`config.mk`:
```
export PLATFORM = sky130hd
export DESIGN_NAME = sacl_way_sel
export DESIGN_NICKNAME = d
export VERILOG_FILES = /design/src/rtl/sacl_pkg.sv /design/src/rtl/sacl_way_sel.sv
export SDC_FILE = /design/constraint.sdc
export NUM_CORES = 2
export LEC_CHECK = 0
export BUFFER_PORTS_ARGS = -buffer_cell sky130_fd_sc_hd__buf_2
export CORE_AREA = 3 3 216 218
export DETAILED_ROUTE_END_ITERATION = 10
export DIE_AREA = 0 0 219 221
export GPL_ROUTABILITY_DRIVEN = 0
export PLACE_DENSITY = 0.79
export SLEW_MARGIN = 20
export SYNTH_ARGS = -nofsm -noshare
export SYNTH_HDL_FRONTEND = slang
export SYNTH_SLANG_ARGS = --single-unit
```
`constraint.sdc`:
```
create_clock -name vclk -period 8.2
set_input_delay 0.41 -clock vclk [all_inputs]
set_output_delay 0.41 -clock vclk [all_outputs]
set_load 0.05 [all_outputs]
```
`src/rtl/sacl_pkg.sv`:
```
// shared types and constants for the set-associative cache simulator with lru replacement
// no dependencies; used by every module of the block
`default_nettype none

package sacl_pkg;

  localparam int MAX_SET_BITS_DEF = 8;
  localparam int MAX_WAYS_DEF     = 8;

  localparam int ADDR_W       = 32;
  localparam int TAG_W        = 32;
  localparam int AGE_W        = 32;
  localparam int CNT_W        = 32;
  localparam int WAY_IDX_W    = 4;
  localparam int VICTIM_W     = 3;
  localparam int SET_BITS_W   = 4;
  localparam int BLOCK_BITS_W = 5;
  localparam int WAYS_W       = 4;
  localparam int CFG_IDX_W    = 2;
  localparam int CFG_DATA_W   = 5;

  localparam logic [SET_BITS_W-1:0]   SET_BITS_RST   = 4'd4;
  localparam logic [BLOCK_BITS_W-1:0] BLOCK_BITS_RST = 5'd4;
  localparam logic [WAYS_W-1:0]       WAYS_RST       = 4'd1;

  typedef enum logic [1:0] {
    REQ_LOAD   = 2'd0,
    REQ_STORE  = 2'd1,
    REQ_MODIFY = 2'd2,
    REQ_NONE   = 2'd3
  } req_type_t;

  typedef enum logic [CFG_IDX_W-1:0] {
    CFG_SET_BITS    = 2'd0,
    CFG_BLOCK_BITS  = 2'd1,
    CFG_WAYS_IN_USE = 2'd2
  } cfg_reg_t;

  typedef enum logic [1:0] {
    ST_CLEAR,
    ST_IDLE,
    ST_LOOKUP
  } state_t;

  typedef struct packed {
    req_type_t         req_type;
    logic [ADDR_W-1:0] address;
  } in_t;

  typedef struct packed {
    logic                hit;
    logic                miss;
    logic                eviction;
    logic                modify_hit;
    logic [VICTIM_W-1:0] victim_way;
    logic [CNT_W-1:0]    hit_total;
    logic [CNT_W-1:0]    miss_total;
    logic [CNT_W-1:0]    eviction_total;
  } out_t;

  // lookup verdict handed from the way selector to the controller
  typedef struct packed {
    logic                 hit;
    logic                 evict;
    logic [WAY_IDX_W-1:0] way;
  } way_sel_t;

endpackage

`default_nettype wire

```
`src/rtl/sacl_way_sel.sv`:
```
// way selector: parallel tag match, first free way and lru victim over one set row
// purely combinational; uses sacl_pkg
`default_nettype none

module sacl_way_sel #(
  parameter int MAX_WAYS = sacl_pkg::MAX_WAYS_DEF
) (
  input  logic [MAX_WAYS-1:0]                       use_mask,
  input  logic [MAX_WAYS-1:0]                       valid,
  input  logic [MAX_WAYS-1:0][sacl_pkg::TAG_W-1:0] tags,
  input  logic [MAX_WAYS-1:0][sacl_pkg::AGE_W-1:0] ages,
  input  logic [sacl_pkg::TAG_W-1:0]                tag,
  output sacl_pkg::way_sel_t                        sel
);

  import sacl_pkg::*;

  logic [MAX_WAYS-1:0] hit_vec;
  logic [MAX_WAYS-1:0] free_vec;
  logic [MAX_WAYS-1:0] lru_vec;

  function automatic logic [WAY_IDX_W-1:0] first_set(input logic [MAX_WAYS-1:0] v);
    logic [WAY_IDX_W-1:0] r;
    r = '0;
    for (int j = MAX_WAYS - 1; j >= 0; j--) begin
      if (v[j]) begin
        r = WAY_IDX_W'(j);
      end
    end
    return r;
  endfunction

  always_comb begin
    for (int j = 0; j < MAX_WAYS; j++) begin
      hit_vec[j]  = use_mask[j] & valid[j] & (tags[j] == tag);
      free_vec[j] = use_mask[j] & ~valid[j];
    end
  end

  // way j is the victim if it is strictly older than every lower way in use
  // and no younger than every higher way in use (lowest way wins ties)
  always_comb begin
    for (int j = 0; j < MAX_WAYS; j++) begin
      lru_vec[j] = use_mask[j];
      for (int i = 0; i < MAX_WAYS; i++) begin
        if (i != j && use_mask[i]) begin
          if (i < j) begin
            lru_vec[j] = lru_vec[j] & (ages[j] < ages[i]);
          end else begin
            lru_vec[j] = lru_vec[j] & (ages[j] <= ages[i]);
          end
        end
      end
    end
  end

  always_comb begin
    sel.hit   = |hit_vec;
    sel.evict = ~(|hit_vec) & ~(|free_vec);
    if (|hit_vec) begin
      sel.way = first_set(hit_vec);
    end else if (|free_vec) begin
      sel.way = first_set(free_vec);
    end else begin
      sel.way = first_set(lru_vec);
    end
  end

endmodule

`default_nettype wire

```
==> impl_metrics.env <==
export IMPL_powerDensity_nw_per_um2=58.8
export IMPL_ys_seq_area_frac=0
export IMPL_layout_drive_gt1_share=0.161
export IMPL_synthToLayoutAreaGrowth_pct=14.5
export IMPL_worst_slew_pin_slew_ps=1210
export IMPL_dp_hpwl_um=98500
export IMPL_grt_pass1_vias=27079
export IMPL_slowest_delay_ps=730
export IMPL_rows=78
export IMPL_status="finished, violations left"
export IMPL_combPwrFrac=1.000
export IMPL_worst_ep_required_time_ps=7790
export IMPL_start_kind="input pin"
export IMPL_grt_use_total=0.450
export IMPL_violations="DRC"
export IMPL_cts_resized=0
export IMPL_min_period_ps=4710
export IMPL_synth_area_sq_um=23900
export IMPL_cap_violations=0
export IMPL_end_kind="output port"
export IMPL_synth_top_cell_by_area="ha_1"
export IMPL_p_total_mw=1.61
export IMPL_seq_cells=0
export IMPL_finalNetCount=5054
export IMPL_fmax_mhz=212
export IMPL_die_w_um=219
export IMPL_switching_share=0.628
export IMPL_die_h_um=221
export IMPL_n_fill_cell=4395
export IMPL_grt_pass1_wl_um=164000
export IMPL_hp_class="in2out"
export IMPL_path_max_fanout=6
export IMPL_tns_ps=0
export IMPL_clockPowerShare=0
export IMPL_syn_inst=3065
export IMPL_grt_max_degree=12
export IMPL_ant_nets=0
export IMPL_core_area_sq_um=45100
export IMPL_syn_area_per_cell_sq_um=7.79
export IMPL_via_per_inst=6.71
export IMPL_path_buf_inv=3
export IMPL_leakage_nw=14.5
export IMPL_wl_per_cell_um=27.2
export IMPL_ys_warn_count=0
export IMPL_syn_nets=4521
export IMPL_hold_violations=0
export IMPL_seq_area_sq_um=0
export IMPL_remaining_drc_errors=6
export IMPL_initial_core_util=0.529
export IMPL_port_buffers=565
export IMPL_wirelength_um=114000
export IMPL_p_int_uw=598
export IMPL_fin_crit_sh=0.575
export IMPL_synth_top_area_share=0.470
export IMPL_cp_arrival_ps=4300
export IMPL_cp_slowest_cell="nor4_1"
export IMPL_pwr_share_seq=0
export IMPL_worstSetupPathType="in2out"
export IMPL_grt_antenna_before_repair=26
export IMPL_ir_drop_mv=0.0475
export IMPL_maxSlewViolCount=0
export IMPL_nClkBuffers=0
export IMPL_cts_hold_fix_buffers=0
export IMPL_fp_dieArea_sq_um=48400
export IMPL_grt_overflow_total=0
export IMPL_ys_top_cells_by_count="ha_1 (896), a21oi_1 (324), inv_1 (266), xor2_1 (224), nand2_1 (219)"
export IMPL_crit_family="simple AND/OR/NAND/NOR gates"
export IMPL_num_io_pins=566
export IMPL_grt_setup_unrepaired="no"
export IMPL_via_count=28256
export IMPL_drt_iter0_drc=3573
export IMPL_yosysMostFrequentCell="ha_1"
export IMPL_yosys_top_cells_area="ha_1 (47%), xor2_1 (8.2%), a21oi_1 (6.8%), nand4_1 (4.6%), inv_1 (4.2%)"
export IMPL_crit_path_cell_trace="buf_2 -> inv_1 -> ha_1 -> nand4_1 -> or3_1 -> nor4_1 -> o41a_1 -> o21ai_0 -> a2111oi_0 -> nand4_1 -> o221ai_2 -> buf_2"
export IMPL_cts_setup_buffers=0
export IMPL_dr_pass1_iters=11
export IMPL_ys_types=76
export IMPL_relSlewSlack=0.184
export IMPL_p_switching_mw=1.01
export IMPL_setup_viol_count_final=0
==> worst min-delay path: cells and delay by family <==
kind | cells | cell delay [ps]
buf+inv | 2 | 320
simple gates | 2 | 270
compound gates | 1 | 110
==> cells in the final DEF (no fill, tap or decap), types with 4 or more instances in the layout <==
master | Yosys | routed
ha_1 | 896 | 896
buf_2 | 31 | 565
a21oi_1 | 324 | 324
inv_1 | 266 | 266
xor2_1 | 224 | 224
nand2_1 | 219 | 219
nand4_1 | 174 | 174
o21ai_0 | 159 | 159
nor4_1 | 91 | 90
a21o_1 | 79 | 79
nor2_1 | 79 | 79
nand3_1 | 71 | 71
nor3_1 | 44 | 44
a211oi_1 | 43 | 43
o211ai_1 | 35 | 35
nor2b_1 | 33 | 33
xnor2_1 | 32 | 32
nand2b_1 | 22 | 22
and4_1 | 22 | 22
a221oi_1 | 22 | 22
diode_2 | 0 | 17
or4_1 | 15 | 15
and3_1 | 13 | 13
or3_1 | 13 | 13
a31oi_1 | 13 | 13
o31ai_1 | 11 | 11
o21a_1 | 10 | 10
a21boi_0 | 9 | 9
a221o_1 | 8 | 8
a2111oi_0 | 7 | 7
o211a_1 | 7 | 7
a211o_1 | 7 | 7
a41oi_1 | 5 | 5
a22oi_1 | 5 | 5
o2111ai_1 | 4 | 4
a32oi_1 | 4 | 4
==> stage by stage <==
step,hold slack [ps],std cells,util,setup WS (ps),instance area (sq um)
3_3_place_gp,1510,4196,0.605,3380,27300
6_report,1510,4213,0.606,3490,27300
4_1_cts,1510,4196,0.605,3770,27300
2_1_floorplan,1240,3065,-,4060,23900
5_1_grt,1600,4201,0.605,3570,27300
3_5_place_dp,1510,4196,0.605,3790,27300
==> power by group through the flow <==
stage                     sequential (mW)    clock [mW]  combinational [mW]
after floorplan                         0             0               0.905
after global placement                  0             0                1.49
after detailed placement                0             0                1.52
after CTS                               0             0                1.53
after global routing                    0  0.0000000817                1.75
final                                   0   0.000000264                1.61
==> final cells by class <==
cell class         instances  area (sq um)  area share
diodes                    17          42.5     0.00156
repair buffers           566          2840       0.104
well taps                600           751      0.0275
inverters                266           998      0.0365
multi-input cells       2764         22700       0.831
==> layer usage <==
metal	GRT usage	share of wire
met3	0.161	0.15
met5	0	0.00053
met1	0.557	0.37
met4	0.296	0.089
met2	0.652	0.40
==> worst paths after layout <==
check	start	to	slack [ps]	cells past startpoint
worst min-delay path	valid[5]	sel[2]	1510	5
worst max-delay path	ages[63]	sel[0]	3490	12
==> cell families (layout without fill, tap and decap cells) <==
| group | Yosys count | count (layout) | synth area share |
|---|---|---|---|
| xor gates and xnor gates | 256 | 256 | 0.0940 |
| other | 1 | 18 | 0.000157 |
| and+or+nand+nor | 816 | 816 | 0.181 |
| buffers and inverters | 301 | 832 | 0.0493 |
| adders and majority gates | 896 | 896 | 0.470 |
| AOI/OAI and AO/OA | 795 | 795 | 0.205 |
Power figures use the tool's default switching activity.
